[config.mk]
export PLATFORM = sky130hd
export DESIGN_NAME = signaling_payload_deframer_core
export DESIGN_NICKNAME = d
export VERILOG_FILES = /design/src/hdl/spd_pkg.sv /design/src/hdl/signaling_payload_deframer_core.sv
export SDC_FILE = /design/constraint.sdc
export NUM_CORES = 1
export LEC_CHECK = 0
export ABC_AREA = 1
export BUFFER_PORTS_ARGS = -buffer_cell sky130_fd_sc_hd__buf_2
export CAP_MARGIN = 15
export CORE_MARGIN = 5
export CORE_UTILIZATION = 55
export DETAILED_ROUTE_END_ITERATION = 6
export HOLD_SLACK_MARGIN = 0.08
export PLACE_DENSITY = 0.68
export SLEW_MARGIN = 0
export SYNTH_ARGS = -nofsm -noshare
export SYNTH_HDL_FRONTEND = slang
export SYNTH_SLANG_ARGS = --single-unit
[constraint.sdc]
create_clock -name aclk -period 13.7 [get_ports aclk]
set_input_delay 0.685 -clock aclk [delete_from_list [all_inputs] [get_ports aclk]]
set_output_delay 0.685 -clock aclk [all_outputs]
set_load 0.02 [all_outputs]
[src/hdl/spd_pkg.sv]
// Package for the signaling payload deframer: message kinds, routes, field tags,
// frame magic words and the queued result-group type.
// No dependencies.
`timescale 1ns / 1ps
`default_nettype none

package spd_pkg;

    // Message kinds carried on the input tuser
    localparam logic [2:0] KIND_OFFER  = 3'd0;
    localparam logic [2:0] KIND_ANSWER = 3'd1;
    localparam logic [2:0] KIND_RENEG  = 3'd2;
    localparam logic [2:0] KIND_ICE    = 3'd3;
    localparam logic [2:0] KIND_HANGUP = 3'd4;

    // Handler routes in the verdict
    localparam logic [2:0] ROUTE_OFFER  = 3'd0;
    localparam logic [2:0] ROUTE_ANSWER = 3'd1;
    localparam logic [2:0] ROUTE_ICE    = 3'd2;
    localparam logic [2:0] ROUTE_HANGUP = 3'd3;
    localparam logic [2:0] ROUTE_NONE   = 3'd4;

    // Content field tags
    localparam logic [1:0] TAG_SDP       = 2'd0;
    localparam logic [1:0] TAG_MEDIA_ID  = 2'd1;
    localparam logic [1:0] TAG_CANDIDATE = 2'd2;

    // Result item kinds
    localparam logic ITEM_CONTENT = 1'b0;
    localparam logic ITEM_VERDICT = 1'b1;

    // Verdict status
    localparam logic STATUS_OK  = 1'b0;
    localparam logic STATUS_ERR = 1'b1;

    // Frame magic words, first byte in the top bits
    localparam logic [31:0] MAGIC_SDP = 32'h5753_4450;  // "WSDP"
    localparam logic [31:0] MAGIC_ICE = 32'h5749_4345;  // "WICE"
    localparam logic [31:0] MAGIC_HUP = 32'h5748_5550;  // "WHUP"

    localparam logic [7:0] VERSION_BYTE = 8'd1;

    // Register reset values and field widths
    localparam int SDP_LIMIT_W        = 17;
    localparam int CAND_LIMIT_W       = 11;
    localparam logic [16:0] SDP_LIMIT_RST  = 17'd65536;
    localparam logic [10:0] CAND_LIMIT_RST = 11'd1024;

    localparam int POSITION_BITS_DEF = 18;

    // Configuration register indexes
    localparam logic CFG_SDP_LIMIT  = 1'b0;
    localparam logic CFG_CAND_LIMIT = 1'b1;

    // Results caused by one input item: an optional content byte and an
    // optional verdict
    typedef struct packed {
        logic        has_content;
        logic [1:0]  tag;
        logic [7:0]  content;
        logic        has_verdict;
        logic        status;
        logic [2:0]  route;
        logic [31:0] line_index;
    } res_group_t;

    // Pick byte idx (0 = first on the wire) of a magic word
    function automatic logic [7:0] magic_byte(input logic [31:0] word,
                                              input logic [1:0] idx);
        logic [7:0] b;
        case (idx)
            2'd0:    b = word[31:24];
            2'd1:    b = word[23:16];
            2'd2:    b = word[15:8];
            default: b = word[7:0];
        endcase
        return b;
    endfunction

    // Place a byte at byte lane k of a little-endian word
    function automatic logic [31:0] lane_byte(input logic [7:0] b,
                                              input logic [1:0] k);
        logic [31:0] w;
        case (k)
            2'd0:    w = {24'd0, b};
            2'd1:    w = {16'd0, b, 8'd0};
            2'd2:    w = {8'd0, b, 16'd0};
            default: w = {b, 24'd0};
        endcase
        return w;
    endfunction

endpackage

`default_nettype wire

[src/hdl/signaling_payload_deframer_core.sv]
// Signaling payload deframer: per-byte frame checks and string streaming.
// Uses spd_pkg for codes, magic words and the result-group type.
//
// Usage:
//   Input items on s_* carry one payload byte each (s_tdata[7:0]), the
//   message kind in s_tuser[2:0] (sampled on the first byte of a payload)
//   and s_tlast on the final byte. Result items on m_* are either string
//   content bytes (m_tuser[0] = 0, field tag in m_tuser[2:1]) or, for the
//   final byte, a verdict (m_tuser[0] = 1, m_tlast = 1) with status, route
//   and ICE line index in m_tdata. Downstream drops streamed bytes of a
//   payload whose verdict reports a format error.
//   Result groups are registered in a queue before they leave on m_*.
//   Throughput: one input item per cycle while the queue has room; the final
//   byte of a payload may cause two results (content and verdict) in turn.
//   Results wait in a two-group queue; s_tready drops only while that queue
//   is full, so a stalled receiver backs up the input after two groups.
//   Reset (aresetn low, synchronous) empties the queue, restarts at the
//   first byte of a payload and restores both limit registers.
//   Write the limit registers via cfg_* only while the block is idle (unchecked).
`timescale 1ns / 1ps
`default_nettype none

module signaling_payload_deframer_core
    import spd_pkg::*;
#(
    parameter int POSITION_BITS = POSITION_BITS_DEF
) (
    input  wire logic        aclk,
    input  wire logic        aresetn,
    // input channel
    input  wire logic        s_tvalid,
    output logic             s_tready,
    input  wire logic [7:0]  s_tdata,   // [7:0] data_byte
    input  wire logic [2:0]  s_tuser,   // [2:0] op
    input  wire logic        s_tlast,   // end_of_payload
    // result channel
    output logic             m_tvalid,
    input  wire logic        m_tready,
    output logic [47:0]      m_tdata,   // [7:0] content_byte, [8] status, [11:9] route,
                                        // [43:12] line_index, [47:44] zero
    output logic [2:0]       m_tuser,   // [0] item_kind, [2:1] field_tag
    output logic             m_tlast,   // last_result
    // configuration write port
    input  wire logic        cfg_wr_en,
    input  wire logic        cfg_index,
    input  wire logic [16:0] cfg_wdata
);

    localparam int CW = 34;  // compare width for position vs. declared ends
    localparam logic [POSITION_BITS-1:0] POS_MAX = {POSITION_BITS{1'b1}};
    localparam logic [CW-1:0] POS_MAX_X = CW'(POS_MAX);

    // Configuration registers
    logic [SDP_LIMIT_W-1:0]  sdp_limit_reg;
    logic [CAND_LIMIT_W-1:0] cand_limit_reg;

    // Per-message state
    logic [POSITION_BITS-1:0] pos_reg, pos_next;
    logic [2:0]  kind_reg, kind_next;
    logic        err_reg, err_next;
    logic [31:0] lword_reg, lword_next;
    logic [31:0] line_reg, line_next;
    logic [7:0]  mlen_reg, mlen_next;
    logic [31:0] slen_reg, slen_next;

    // Result-group queue
    res_group_t  grp_mem [2];
    logic        wr_ptr_reg, rd_ptr_reg;
    logic [1:0]  count_reg;
    logic        sub_reg;

    logic        in_fire, out_fire, push, pop, show_content;
    res_group_t  grp_new, head;

    logic [CW-1:0] ip, m_x, l_x, total;
    logic [2:0]    kind;
    logic [7:0]    b;
    logic [1:0]    k_ice;
    logic          content_v;
    logic [1:0]    content_tag;
    logic          v_status;
    logic [2:0]    v_route;
    logic [31:0]   v_line;

    assign in_fire  = s_tvalid && s_tready;
    assign s_tready = (count_reg != 2'd2);
    assign b        = s_tdata;

    // Decode one payload byte against the frame layout
    always_comb begin
        kind       = (pos_reg == '0) ? s_tuser : kind_reg;
        ip         = CW'(pos_reg);
        m_x        = CW'(mlen_reg);
        l_x        = CW'(slen_reg);
        k_ice      = 2'(ip - CW'(10) - m_x);
        kind_next  = kind;
        err_next   = err_reg;
        lword_next = lword_reg;
        line_next  = line_reg;
        mlen_next  = mlen_reg;
        slen_next  = slen_reg;
        content_v  = 1'b0;
        content_tag = TAG_SDP;

        if (kind == KIND_OFFER || kind == KIND_ANSWER || kind == KIND_RENEG) begin
            if (ip < CW'(4)) begin
                if (b != magic_byte(MAGIC_SDP, ip[1:0])) err_next = 1'b1;
            end else if (ip == CW'(4)) begin
                if (b != VERSION_BYTE) err_next = 1'b1;
            end else if (ip >= CW'(7) && ip <= CW'(10)) begin
                lword_next = lword_reg | lane_byte(b, ip[1:0] + 2'd1);
                if (ip == CW'(10)) begin
                    slen_next = lword_next;
                    if (CW'(lword_next) > CW'(sdp_limit_reg) ||
                        CW'(11) + CW'(lword_next) > POS_MAX_X) begin
                        err_next = 1'b1;
                    end
                end
            end else if (ip >= CW'(11) && ip < CW'(11) + l_x && !err_reg) begin
                content_v   = 1'b1;
                content_tag = TAG_SDP;
            end
        end else if (kind == KIND_ICE) begin
            if (ip < CW'(4)) begin
                if (b != magic_byte(MAGIC_ICE, ip[1:0])) err_next = 1'b1;
            end else if (ip == CW'(4)) begin
                if (b != VERSION_BYTE) err_next = 1'b1;
            end else if (ip >= CW'(5) && ip <= CW'(8)) begin
                line_next = line_reg | lane_byte(b, ip[1:0] - 2'd1);
            end else if (ip == CW'(9)) begin
                mlen_next = b;
            end else if (ip < CW'(10) + m_x) begin
                if (!err_reg) begin
                    content_v   = 1'b1;
                    content_tag = TAG_MEDIA_ID;
                end
            end else if (ip < CW'(14) + m_x) begin
                lword_next = lword_reg | lane_byte(b, k_ice);
                if (ip == CW'(13) + m_x) begin
                    slen_next = lword_next;
                    if (CW'(lword_next) > CW'(cand_limit_reg) ||
                        CW'(14) + m_x + CW'(lword_next) > POS_MAX_X) begin
                        err_next = 1'b1;
                    end
                end
            end else if (ip < CW'(14) + m_x + l_x && !err_reg) begin
                content_v   = 1'b1;
                content_tag = TAG_CANDIDATE;
            end
        end else if (kind == KIND_HANGUP) begin
            if (ip < CW'(4) && b != magic_byte(MAGIC_HUP, ip[1:0])) err_next = 1'b1;
        end
    end

    // Form the verdict from the state after this byte
    always_comb begin
        total    = ip + CW'(1);
        v_status = STATUS_ERR;
        v_route  = ROUTE_NONE;
        v_line   = '0;
        if (kind == KIND_OFFER || kind == KIND_ANSWER || kind == KIND_RENEG) begin
            if (!err_next && total >= CW'(11) &&
                total >= CW'(11) + CW'(slen_next)) begin
                v_status = STATUS_OK;
                v_route  = (kind == KIND_ANSWER) ? ROUTE_ANSWER : ROUTE_OFFER;
            end
        end else if (kind == KIND_ICE) begin
            if (!err_next && total >= CW'(14) + CW'(mlen_next) &&
                total >= CW'(14) + CW'(mlen_next) + CW'(slen_next)) begin
                v_status = STATUS_OK;
                v_route  = ROUTE_ICE;
                v_line   = line_next;
            end
        end else if (kind == KIND_HANGUP) begin
            v_status = STATUS_OK;
            if (!err_next && total >= CW'(5)) v_route = ROUTE_HANGUP;
        end
    end

    // Assemble the result group and the next position
    always_comb begin
        grp_new.has_content = content_v;
        grp_new.tag         = content_tag;
        grp_new.content     = b;
        grp_new.has_verdict = s_tlast;
        grp_new.status      = v_status;
        grp_new.route       = v_route;
        grp_new.line_index  = v_line;
        push = in_fire && (content_v || s_tlast);
        pos_next = (pos_reg < POS_MAX) ? pos_reg + 1'b1 : pos_reg;
    end

    // Hold config and per-message state; clear state after the final byte
    always_ff @(posedge aclk) begin
        if (!aresetn) begin
            sdp_limit_reg  <= SDP_LIMIT_RST;
            cand_limit_reg <= CAND_LIMIT_RST;
            pos_reg   <= '0;
            kind_reg  <= '0;
            err_reg   <= 1'b0;
            lword_reg <= '0;
            line_reg  <= '0;
            mlen_reg  <= '0;
            slen_reg  <= '0;
        end else begin
            if (cfg_wr_en) begin
                if (cfg_index == CFG_SDP_LIMIT) sdp_limit_reg <= cfg_wdata;
                if (cfg_index == CFG_CAND_LIMIT) cand_limit_reg <= cfg_wdata[CAND_LIMIT_W-1:0];
            end
            if (in_fire) begin
                if (s_tlast) begin
                    pos_reg   <= '0;
                    kind_reg  <= '0;
                    err_reg   <= 1'b0;
                    lword_reg <= '0;
                    line_reg  <= '0;
                    mlen_reg  <= '0;
                    slen_reg  <= '0;
                end else begin
                    pos_reg   <= pos_next;
                    kind_reg  <= kind_next;
                    err_reg   <= err_next;
                    lword_reg <= lword_next;
                    line_reg  <= line_next;
                    mlen_reg  <= mlen_next;
                    slen_reg  <= slen_next;
                end
            end
        end
    end

    // Present the head group: content byte first, then its verdict
    always_comb begin
        head         = grp_mem[rd_ptr_reg];
        show_content = head.has_content && !sub_reg;
        m_tvalid     = (count_reg != 2'd0);
        out_fire     = m_tvalid && m_tready;
        pop          = out_fire && (!show_content || !head.has_verdict);
        if (show_content) begin
            m_tuser = {head.tag, ITEM_CONTENT};
            m_tdata = {4'd0, 32'd0, ROUTE_NONE, STATUS_OK, head.content};
            m_tlast = 1'b0;
        end else begin
            m_tuser = {TAG_SDP, ITEM_VERDICT};
            m_tdata = {4'd0, head.line_index, head.route, head.status, 8'd0};
            m_tlast = 1'b1;
        end
    end

    // Write queue payload
    always_ff @(posedge aclk) begin
        if (push) grp_mem[wr_ptr_reg] <= grp_new;
    end

    // Advance queue pointers and the within-group step
    always_ff @(posedge aclk) begin
        if (!aresetn) begin
            wr_ptr_reg <= 1'b0;
            rd_ptr_reg <= 1'b0;
            count_reg  <= 2'd0;
            sub_reg    <= 1'b0;
        end else begin
            if (push) wr_ptr_reg <= ~wr_ptr_reg;
            if (pop) begin
                rd_ptr_reg <= ~rd_ptr_reg;
                sub_reg    <= 1'b0;
            end else if (out_fire) begin
                sub_reg <= 1'b1;
            end
            count_reg <= count_reg + {1'b0, push} - {1'b0, pop};
        end
    end

`ifndef SYNTHESIS
    a_count_range: assert property (@(posedge aclk) disable iff (!aresetn)
        count_reg <= 2'd2)
        else $error("result queue overfilled");

    a_restart_after_last: assert property (@(posedge aclk) disable iff (!aresetn)
        (s_tvalid && s_tready && s_tlast) |=> (pos_reg == '0 && !err_reg))
        else $error("message state not cleared after final byte");

    a_pos_monotonic: assert property (@(posedge aclk) disable iff (!aresetn)
        (s_tvalid && s_tready && !s_tlast) |=> (pos_reg >= $past(pos_reg)))
        else $error("byte position went backward within a message");

    a_verdict_is_last: assert property (@(posedge aclk) disable iff (!aresetn)
        m_tvalid |-> (m_tuser[0] == m_tlast))
        else $error("verdict and last_result disagree");
`endif

endmodule

`default_nettype wire
Yosys cells after proc, flatten, opt, wreduce, memory -nomap -nowiden

Memories as Yosys holds them, arrays and structs flattened. A register that Yosys moved wholly into a read port is not among the register bits.
Index checks and enable logic that the tools add are counted.

Register bits after elaboration: 159
Bits in latches: 0
Memory bits (writable): 96
Bits in read-only memories: 0
Bits of input ports: 35
Output and inout port bits: 54
Word-level logic and storage cells: 269
Memories kept: 1

Memory list:

| name    | depth | bits a word | rd ports | clocked after Yosys merged registers in | write ports | line                                  | text |
|---|---|---|---|---|---|---|---|
| grp_mem | 2     | 48          | 1        | 1                                       | 1           | signaling_payload_deframer_core.sv:67 | `res_group_t grp_mem [2];` |

$add $sub $neg: 18
Multiply operators: 0
Divide/modulo/power cells: 0
Order comparisons: 20
Eq/ne operators: 27
Shift-type cells: 0
Mux-type cells: 141
Bitwise operators: 7
Reduce and logical (&&, ||, !) cells: 42

Operator list:

| kind                                                                                  | count |
|---|---|
| 32-bit two-way mux                                                                    | 52 |
| 32-bit case mux with 3 select lines                                                   | 3 |
| 8-bit two-way mux                                                                     | 15 |
| 4-bit by 32-bit adder with 33-bit output (first input constant)                       | 3 |
| 32-bit bitwise OR                                                                     | 3 |
| 9-bit by 32-bit adder with 33-bit output                                              | 2 |
| 19-bit by 33-bit greater-or-equal comparator with 1-bit output                        | 2 |
| 18-bit by 33-bit < comparator with 1-bit output                                       | 2 |
| 1-bit two-way mux                                                                     | 47 |
| 5-bit case mux with 3 select lines                                                    | 3 |
| 44-bit two-way mux                                                                    | 1 |
| 4-bit by 8-bit adder with 9-bit output (first input constant)                         | 4 |
| 18-bit by 4-bit equality test with 1-bit output (second input constant)               | 2 |
| 18-bit by 3-bit greater-or-equal comparator with 1-bit output (second input constant) | 2 |
| 18-bit by 4-bit less-or-equal comparator with 1-bit output (second input constant)    | 2 |
| 18-bit by 9-bit < comparator with 1-bit output                                        | 2 |
| 18-bit two-way mux                                                                    | 2 |
| 34-bit by 32-bit adder with 34-bit output                                             | 1 |
| 19-bit by 34-bit greater-or-equal comparator with 1-bit output                        | 1 |
| 34-bit by 18-bit greater-than comparator with 1-bit output (second input constant)    | 1 |
| 33-bit by 18-bit greater-than comparator with 1-bit output (second input constant)    | 1 |
| 32-bit by 11-bit greater-than comparator with 1-bit output                            | 1 |
| 32-bit by 17-bit greater-than comparator with 1-bit output                            | 1 |
| 3-bit two-way mux                                                                     | 9 |
| 38 further kinds                                                                      | 93 |

Longest topological paths before layout

Gate-level depths: netlist (run 1).

Depth after elaboration: 32
Mapped depth: 49
Mapped depth without buffers: 47

Worst setup path before layout (run 1)

Ideal clock, no wire load.

Path type: reg-to-reg
From: reg pos_reg[1]
To: mem grp_mem[0][26] in the netlist's numbering, data pin
Setup time: 0.137 ns
Arrival: 7.080 ns
Required time: 13.563 ns
Path slack: 6.482 ns
Stages on the path, launching flop included: 46
Path buffers: 4
Period minus slack after synthesis: 7.218 ns
Cell sequence: dfxtp_1 -> clkbuf_1 -> inv_1 -> ha_1 -> nand3_1 -> nor2_1 -> nand3_2 -> nand2_2 -> and2_1 -> buf_4 -> inv_1 -> nor2_1 -> inv_1 -> nor4_2 -> buf_2 -> nand2_1 -> o21ai_0 -> ha_1 -> (+10 left out) -> a21oi_2 -> nand2_1 -> nor2_4 -> xor2_1 -> ha_1 -> nand2_1 -> nor4_1 -> a31oi_1 -> a31oi_1 -> nor4_1 -> nor3_1 -> nand2_1 -> nor2_1 -> nand2_1 -> nor2_2 -> nand3_4 -> buf_8 -> nor2_4

Longest elaborated chain between the ends: 32
Elaborated cells between the ends (all ways): 138
Classes of those cells: add/sub: 9; order compare: 13; eq/ne: 19; mux: 78; bitwise: 3; reduce/logical: 16

RTL lines:

| what                                              | line                                   | text |
|---|---|---|
| from (decl)                                       | signaling_payload_deframer_core.sv:58  | `logic [POSITION_BITS-1:0] pos_reg, pos_next;` |
| from (signal assigned)                            | signaling_payload_deframer_core.sv:220 | `pos_reg <= pos_next;` |
| 2-bit subtractor (2 in series)                    | signaling_payload_deframer_core.sv:95  | `k_ice = 2'(ip - CW'(10) - m_x);` |
| 2-bit equality test, or another cell as far along | spd_pkg.sv:84                          | `case (k)` |
| 32-bit case mux with 3 select lines               | spd_pkg.sv:84                          |  |
| 32-bit two-way mux                                | signaling_payload_deframer_core.sv:137 | `end else if (ip < CW'(14) + m_x) begin` |
| 32-bit two-way mux                                | signaling_payload_deframer_core.sv:132 | `end else if (ip < CW'(10) + m_x) begin` |
| 32-bit two-way mux                                | signaling_payload_deframer_core.sv:130 | `end else if (ip == CW'(9)) begin` |
| 32-bit two-way mux                                | signaling_payload_deframer_core.sv:128 | `end else if (ip >= CW'(5) && ip <= CW'(8)) begin` |
| 32-bit two-way mux                                | signaling_payload_deframer_core.sv:126 | `end else if (ip == CW'(4)) begin` |
| (+15 left out)                                    | --                                     |  |
| 1-bit two-way mux                                 | signaling_payload_deframer_core.sv:123 | `end else if (kind == KIND_ICE) begin` |
| 1-bit two-way mux                                 | signaling_payload_deframer_core.sv:105 | `if (kind == KIND_OFFER \|\| kind == KIND_ANSWER \|\| kind == KIND_RENEG) begin` |
| 1-bit logical NOT                                 | signaling_payload_deframer_core.sv:168 | `if (!err_next && total >= CW'(14) + CW'(mlen_next) &&` |
| 1-bit logical AND (2 in series)                   | signaling_payload_deframer_core.sv:168 |  |
| 32-bit two-way mux                                | signaling_payload_deframer_core.sv:168 |  |
| 32-bit two-way mux                                | signaling_payload_deframer_core.sv:167 | `end else if (kind == KIND_ICE) begin` |
| 32-bit two-way mux (*)                            | signaling_payload_deframer_core.sv:161 | `if (kind == KIND_OFFER \|\| kind == KIND_ANSWER \|\| kind == KIND_RENEG) begin` |
| via v_line[26]                                    | signaling_payload_deframer_core.sv:83  | `logic [31:0] v_line;` |
| to (decl)                                         | signaling_payload_deframer_core.sv:67  |  |

The timed path passes the listed nets; every way through them passes the cells marked *. The select of a mux whose other input is x is not followed.

Final worst setup path (run 1)

From: reg pos_reg[0]
To: mem grp_mem[0][34] in the netlist's numbering, data pin

Longest elaborated chain between the ends: 32
Elaborated cells between the ends (all ways): 132
Classes of those cells: add/sub: 9; order compare: 16; eq/ne: 17; mux: 70; bitwise: 2; reduce/logical: 18

RTL lines:

| what                                                   | line                                                                                                                   | text |
|---|---|---|
| 2-bit subtractor (2 in series)                         | signaling_payload_deframer_core.sv:95                                                                                  |  |
| 2-bit equality test, or another cell as far along      | spd_pkg.sv:84                                                                                                          |  |
| 32-bit case mux with 3 select lines                    | spd_pkg.sv:84                                                                                                          |  |
| 32-bit two-way mux                                     | signaling_payload_deframer_core.sv:137                                                                                 |  |
| 32-bit two-way mux                                     | signaling_payload_deframer_core.sv:132                                                                                 |  |
| 32-bit two-way mux                                     | signaling_payload_deframer_core.sv:130                                                                                 |  |
| 32-bit two-way mux                                     | signaling_payload_deframer_core.sv:128                                                                                 |  |
| 32-bit two-way mux                                     | signaling_payload_deframer_core.sv:126                                                                                 |  |
| (+16 left out)                                         | --                                                                                                                     |  |
| 1-bit two-way mux                                      | signaling_payload_deframer_core.sv:105                                                                                 |  |
| 1-bit logical NOT                                      | signaling_payload_deframer_core.sv:162, signaling_payload_deframer_core.sv:168, signaling_payload_deframer_core.sv:176 |  |
| 1-bit logical AND (on tied branches)                   | signaling_payload_deframer_core.sv:176, signaling_payload_deframer_core.sv:168                                         |  |
| 3-bit two-way mux or 1-bit logical AND (tied branches) | signaling_payload_deframer_core.sv:176, signaling_payload_deframer_core.sv:168                                         |  |
| 3-bit two-way mux (on tied branches)                   | signaling_payload_deframer_core.sv:174, signaling_payload_deframer_core.sv:168                                         |  |
| 3-bit two-way mux                                      | signaling_payload_deframer_core.sv:167                                                                                 |  |
| 3-bit two-way mux (*)                                  | signaling_payload_deframer_core.sv:161                                                                                 |  |
| via v_route[2]                                         | signaling_payload_deframer_core.sv:82                                                                                  | `logic [2:0] v_route;` |

Marked as above.

==> impl_results.md, run 1 <==
- Post-DP HPWL: 55.8 mm
- Leakage Power: 10.1 nW
- CTS H-tree lvls: 1
- Die width: 206 um
- Seq/Total Area, Yosys: 28.9%
- Full die area: 42200 sq um
- Commonest cells post-synth: nand2_1, inv_1, nor2_1
- Prevailing post-synth register cell: dfxtp_1
- CP Launch Type: flip-flop
- Vias in the first global route: 19800
- Share of the synthesized area in the top cell type: 15.2%
- Clk slew on worst S/H paths: 60 ps
- RSZ-0062 raised after global routing: false
- Max reg flops: 96
- Hold Path Class: in -> reg
- CTS max path bufs: 3
- Post-layout min period: 9780 ps
- Area of the multi-input gates: 12900 sq um
- Fin. Hold Viols: 0
- Syn Std Cell Area: 21000 sq um
- Classification of the worst setup path: reg -> reg
- Largest register by flop count: grp_mem
- CTS tree: yes
- Yosys warning count: 0
- Drt initial violations: 2272
- Critical Path Most Common Cell: nand2_1
- Leading area contributor after synthesis: dfxtp_1
- Starting density of the core: 55.8%
- Maximum VDD drop: 110 uV
- Final net count: 3249
- Share of cells above drive strength 1: 10.3%
- Power Density: 118 nW/um^2
- Port buffer count: 84
- Vias: 20800
- Post-CTS Hold Buffers: 0
- Worst skew pair latency: 600 ps
- # fillers: 3672
- Async SR Flop Fraction: 0%
- TritonCTS Buffers: 30
- MaxCap Viol Count: 0
- Drt first pass iters: 6
- Rel. slew slack: 25.9%
- Worst hold slack: 310 ps
- Unique cell type count in the Yosys netlist: 63
- Flops & latches, synth: 256
- Initial antenna violation count: 2
- Global-route wire length before repair: 112 mm
- Setup violators final: 0
- Post-CTS Setup Bufs: 0
- Chip height: 206 um
- Top cells by area, synth: dfxtp_1, nand2_1, edfxtp_1, ha_1, inv_1
- CTS Sinks: 256
- Mapped Cells: 3031
- Sequential standard cell area: 6090 sq um
- WL/cell: 20.2 um
- N_diodes: 0
- Grt total ovfl: 0
- Number of synthesized flops with an enable pin: 96
- Syn_area_per_cell: 6.94 sq um
- Arrival time at the worst endpoint: 10110 ps
- Crit Path Max Fanout: 35
- # IOs: 89
- Final ANT Viol Nets: 0
- DRC Markers: 0
- Largest stage delay on the critical path: 740 ps
- Fin. max-slew vios: 0
- Setup_tns: 0 ps
- GP Congestion: 1.07
- Worst path required time: 14030 ps
- Setup Skew: 37.1 ps
- Total core area: 37700 sq um
- Worst slew pin tran: 1110 ps
- Total wire length: 72.3 mm
- Num rows: 71
- Crit. End Element: flip-flop
- Largest net degree at the start of global routing: 80
- Synth-to-Final Area Change: 7.82%
- Fmax: 0.102 GHz
- CTS Root Cell: clkbuf_16
- Via density: 5.81
- Status: complete, no violations
- Final period util: 71.4%
- Post-cts resize count: 0
- Gr usage total: 33.6%
- CP max-delay cell: nand3_4
- Most numerous cell in the Yosys netlist: nand2_1
## final timing paths
kind                                    start  depth (start not counted)  slack, ps                 to
worst max-delay path               pos_reg[0]                         42       3920     grp_mem[0][34]
worst min-delay path            cfg_wdata[16]                          3        310  sdp_limit_reg[16]
worst max register to register     pos_reg[0]                         42       3920     grp_mem[0][34]
worst min register to register     rd_ptr_reg                          1        460          flip-flop
## cell type report
| type | instances | share of cell area, % |
|---|---|---|
| Tap cell | 511 | 2.82 |
| Clock inverter | 18 | 1.11 |
| Sequential cell | 256 | 26.8 |
| Clock buffer | 36 | 3.50 |
| Inverter | 385 | 6.40 |
| Timing Repair Buffer | 101 | 2.42 |
| Multi-Input combinational cell | 2272 | 56.9 |
## cell usage in the layout (no fill, tap or decap), types with 18 or more instances in the layout
master	n
a211oi_1	43
a21oi_1	219
buf_2	84
clkbuf_16	30
dfxtp_1	160
edfxtp_1	96
ha_1	166
inv_1	363
nand2_1	785
nand2_2	31
nand3_1	148
nand3_2	23
nand4_1	43
nor2_1	235
nor2_2	18
nor2_4	48
nor3_1	47
o211ai_1	19
o21ai_0	194
o21bai_1	44
xor2_1	97
## logic make-up (layout without fill, tap and decap cells)
logic type / count (synthesis) / after routing / synth area share, %
DFF: 256 / 256 / 28.9
and+or+nand+nor: 1421 / 1421 / 31.2
adders and majority gates: 168 / 168 / 10.1
xor gates and xnor gates: 107 / 107 / 4.46
AOI/OAI and AO/OA: 572 / 572 / 15.4
buffers and inverters: 506 / 540 / 9.84
other: 1 / 4 / 0.0178
## layer usage
| metal | track usage (%) | wire [um] |
|---|---|---|
| met2 | 53.7 | 32300 |
| met5 | 0 | 21 |
| met1 | 44.9 | 30100 |
| met4 | 15.1 | 3730 |
| met3 | 5.48 | 6070 |
## worst max-delay path, delay by kind of cell, from the launching register on
kind / cells / cell delay (ps)
compound gates: 9 / 1700
xor+xnor: 2 / 330
fa+ha+maj: 4 / 1380
buf+inv: 5 / 1090
flops: 1 / 720
simple gates: 22 / 4240
## power breakdown
group	internal (W)	switching (W)	total, W
registers	0.000843	0.0000394	0.000882
clock network	0.000508	0.000340	0.000848
logic	0.000269	0.000682	0.000950
total	0.00162	0.00106	0.00268
## metrics by stage
stage          utilization (%)  worst slack (ps)  instances  area [sq um]  total power, W
2_1_floorplan                -              6480       3034         21000         0.00154
3_3_place_gp              57.4              4350       3525         21600         0.00182
3_5_place_dp              57.4              4150       3525         21600         0.00183
4_1_cts                   60.2              4080       3579         22700         0.00268
5_1_grt                   60.2              3060       3579         22700         0.00282
6_report                  60.2              3920       3579         22700         0.00268
Note: power is estimated with default switching activity, not from simulation.
==> inputs of run 2 (changes only) <==
--- a/config.mk
+++ b/config.mk
@@ -12,7 +12,7 @@
 export CORE_UTILIZATION = 55
 export DETAILED_ROUTE_END_ITERATION = 6
 export HOLD_SLACK_MARGIN = 0.08
-export PLACE_DENSITY = 0.68
+export PLACE_DENSITY = 0.71
 export SLEW_MARGIN = 0
 export SYNTH_ARGS = -nofsm -noshare
 export SYNTH_HDL_FRONTEND = slang
==> constraint.sdc (replaced) <==
create_clock -name aclk -period 7.99 [get_ports aclk]
set_input_delay 0.3995 -clock aclk [delete_from_list [all_inputs] [get_ports aclk]]
set_output_delay 0.3995 -clock aclk [all_outputs]
set_load 0.02 [all_outputs]
==> run 2 against run 1 <==
Total power rose by 73%. Hold slack got worse by 210 ps. Clock-buffer cell count fell by 3. Routed wire length rose by 2.7%. Sequential share of layout area fell by 0.61 points. Largest power group unchanged.
==> impl_results.md, run 2 (same netlist as run 1, synthesis figures left out) <==
- Status: complete, no violations
- CP max-delay cell: fa_1
- CTS Root Cell: clkbuf_16
- Sw Share: 39.7% (+0.075 points)
- Clk pwr share: 31.3% (-0.3 points)
- Worst path required time: 8410 ps (-5620 ps)
- Crit Path Max Fanout: 17 (-51%)
- Internal: 0.00279 W (+72%)
- WL met3: 5.94 mm (-2.1%)
- Worst skew pair latency: 590 ps (about the same)
- Routed wire length on met2: 34.5 mm (+6.9%)
- Switch Pwr: 0.00183 W (+73%)
- Via density: 5.84 (+0.59%)
- Fmax: 0.136 GHz (+33%)
- Chip height: 206 um (unchanged)
- Total core area: 37700 sq um (unchanged)
- Vias: 21300 (+2.2%)
- Post-DP HPWL: 57.2 mm (+2.6%)
- Cells after DPL: 3572 (+1.3%)
- Fin. max-slew vios: 0 (unchanged)
- Synth-to-Final Area Change: 10.4%
- Leading cell type in the layout, fill and taps excluded: nand2_1
- CTS tree: yes
- WL/cell: 20.4 um (+0.99%)
- Num rows: 71 (unchanged)
- Port buffer count: 84 (unchanged)
- Area of the multi-input gates: 12900 sq um (+0.36%)
- Cell family with most CP delay: simple AND/OR/NAND/NOR gates
- TritonCTS Buffers: 28 (-6.7%)
- MaxCap Viol Count: 0 (unchanged)
- Initial antenna violation count: 1 (-1)
- Finished Layout Cells: 3638 (+1.6%)
- Full die area: 42200 sq um (unchanged)
- Worst setup margin: 660 ps (-3260 ps)
- Post-layout min period: 7330 ps (-2450 ps)
- Global-route wire length before repair: 113 mm (+1.2%)
- CTS H-tree lvls: 1 (unchanged)
- Vias in the first global route: 20100 (+1.5%)
- Worst slew pin tran: 1150 ps (+42.6 ps)
- Final ANT Viol Nets: 0 (unchanged)
- Hold Path Class: in -> reg
- # fillers: 3628 (-1.2%)
- Starting density of the core: 55.8% (unchanged)
- Hold Path Cell Cnt: 3 (unchanged)
- CP Buf/Inv Count: 6 (+1)
- CP Launch Type: flip-flop
- Share of cells above drive strength 1: 12.0% (+1.7 points)
- Gr usage total: 34.2% (+0.60 points)
- M1 WL: 29.2 mm (-3.2%)
- Final period util: 91.7% (+20 points)
- CTS max path bufs: 3 (unchanged)
- Largest register by flop count: grp_mem
- Classification of the worst setup path: reg -> reg
- Total wire length: 74.2 mm (+2.7%)
- Power Density: 199 nW/um^2 (+69%)
- Max reg flops: 96 (unchanged)
- Maximum VDD drop: 166 uV (+51%)
- Setup_tns: 0 ps (unchanged)
- Highest routed layer: met4
- Largest stage delay on the critical path: 410 ps (-330 ps)
- Flop pwr share: 32.6% (-0.3 points)
- Worst reg2reg setup slack: 660 ps (-3260 ps)
- Setup violators final: 0 (unchanged)
- Comb pwr share: 36.1% (+0.6 points)
- Setup Skew: 38.2 ps (+1.16 ps)
- RR Startpoint: mlen_reg[1]
- Worst r2r path cells: 45 (+7.1%)
- # IOs: 89 (unchanged)
- Worst setup path startpoint: mlen_reg[1]
- Drt first pass iters: 7 (+1)
- Critical Path Most Common Cell: nand2_1
- Setup WS pre-CTS: 122 ps (-4020 ps)
- Grt total ovfl: 0 (unchanged)
- Hold endpoint: sdp_limit_reg[13]
- Final net count: 3308 (+1.8%)
- Largest net degree at the start of global routing: 94 (+18%)
- Sequential standard cell area: 6090 sq um (about the same)
- Hold Startpoint: cfg_wdata[13]
- CTS Sinks: 256 (unchanged)
- Fin. Hold Viols: 0 (unchanged)
- R2r endpoint: grp_mem[1][20]
- Commonest cells after routing, fill and taps aside: nand2_1, inv_1, nor2_1
- Die width: 206 um (unchanged)
- N_diodes: 0 (unchanged)
- GP Congestion: 1.04 (-3.1%)
- Arrival time at the worst endpoint: 7750 ps (-2360 ps)
- DRC Markers: 0 (unchanged)
- Clk slew on worst S/H paths: 60 ps (about the same)
- Leakage Power: 10.4 nW (+2.8%)
- Crit. End Element: flip-flop
- Drt initial violations: 2240 (-1.4%)
- Rel. slew slack: 23.0% (-2.8 points)
==> run 2: worst max path at each step <==
stage	to	slack, ps	cells past startpoint
after floorplan	grp_mem[0][26]	770	45
after global placement	grp_mem[0][3]	380	44
after detailed placement	grp_mem[0][18]	120	44
after CTS	grp_mem[0][18]	90	44
after global routing	grp_mem[0][18]	-2	43
final	grp_mem[1][20]	660	45
==> run 2: layer usage <==
metal / track usage [%] / up-vias
met5: 0 / -
met4: 17.1 / 0
met3: 5.00 / 254
met2: 58.0 / 981
met1: 42.6 / 9898
li1: - / 10100
==> run 2: final cells by class <==
class,instances,share of cell area (%)
clock buffer,33,3.19
clock inverter,19,1.28
inverter,385,6.25
multi-input combinational,2272,55.8
sequential,256,26.2
tap,511,2.76
timing repair buffer,162,4.49
==> run 2: power by group through the flow <==
stage / Clock, W / Sequential, W / Combinational (W)
detailed placement: 0 / 0.00153 / 0.00164
global route: 0.00153 / 0.00151 / 0.00182
global placement: 0 / 0.00153 / 0.00161
CTS: 0.00147 / 0.00150 / 0.00165
finish: 0.00145 / 0.00151 / 0.00167
floorplan: 0 / 0.00151 / 0.00114
==> run 2: worst register-to-register path: cells and delay by family, from the launching register on <==
family / cells / cell delay (ps)
and+or+nand+nor: 24 / 3070
adders and majority gates: 5 / 1390
AOI/OAI and AO/OA: 8 / 1280
buffers and inverters: 6 / 770
DFF: 1 / 380
xor gates and xnor gates: 2 / 310
==> run 2: what timing repair did <==
action,CTS,global route
buffers inserted,0,11
setup endpoints to repair,0,70
hold buffers,3,0
gates resized for setup,0,12
endpoints found under the hold margin,4,0
==> run 2: per-stage QoR <==
stage	instance area [sq um]	utilization (%)	hold slack (ps)	power, W
after CTS	23100	61.2	81.0	0.00461
final	23200	61.6	97.5	0.00462
after floorplan	21000	-	426	0.00264
after global placement	22000	58.4	439	0.00314
after global routing	23200	61.6	104	0.00486
after detailed placement	22000	58.4	442	0.00317
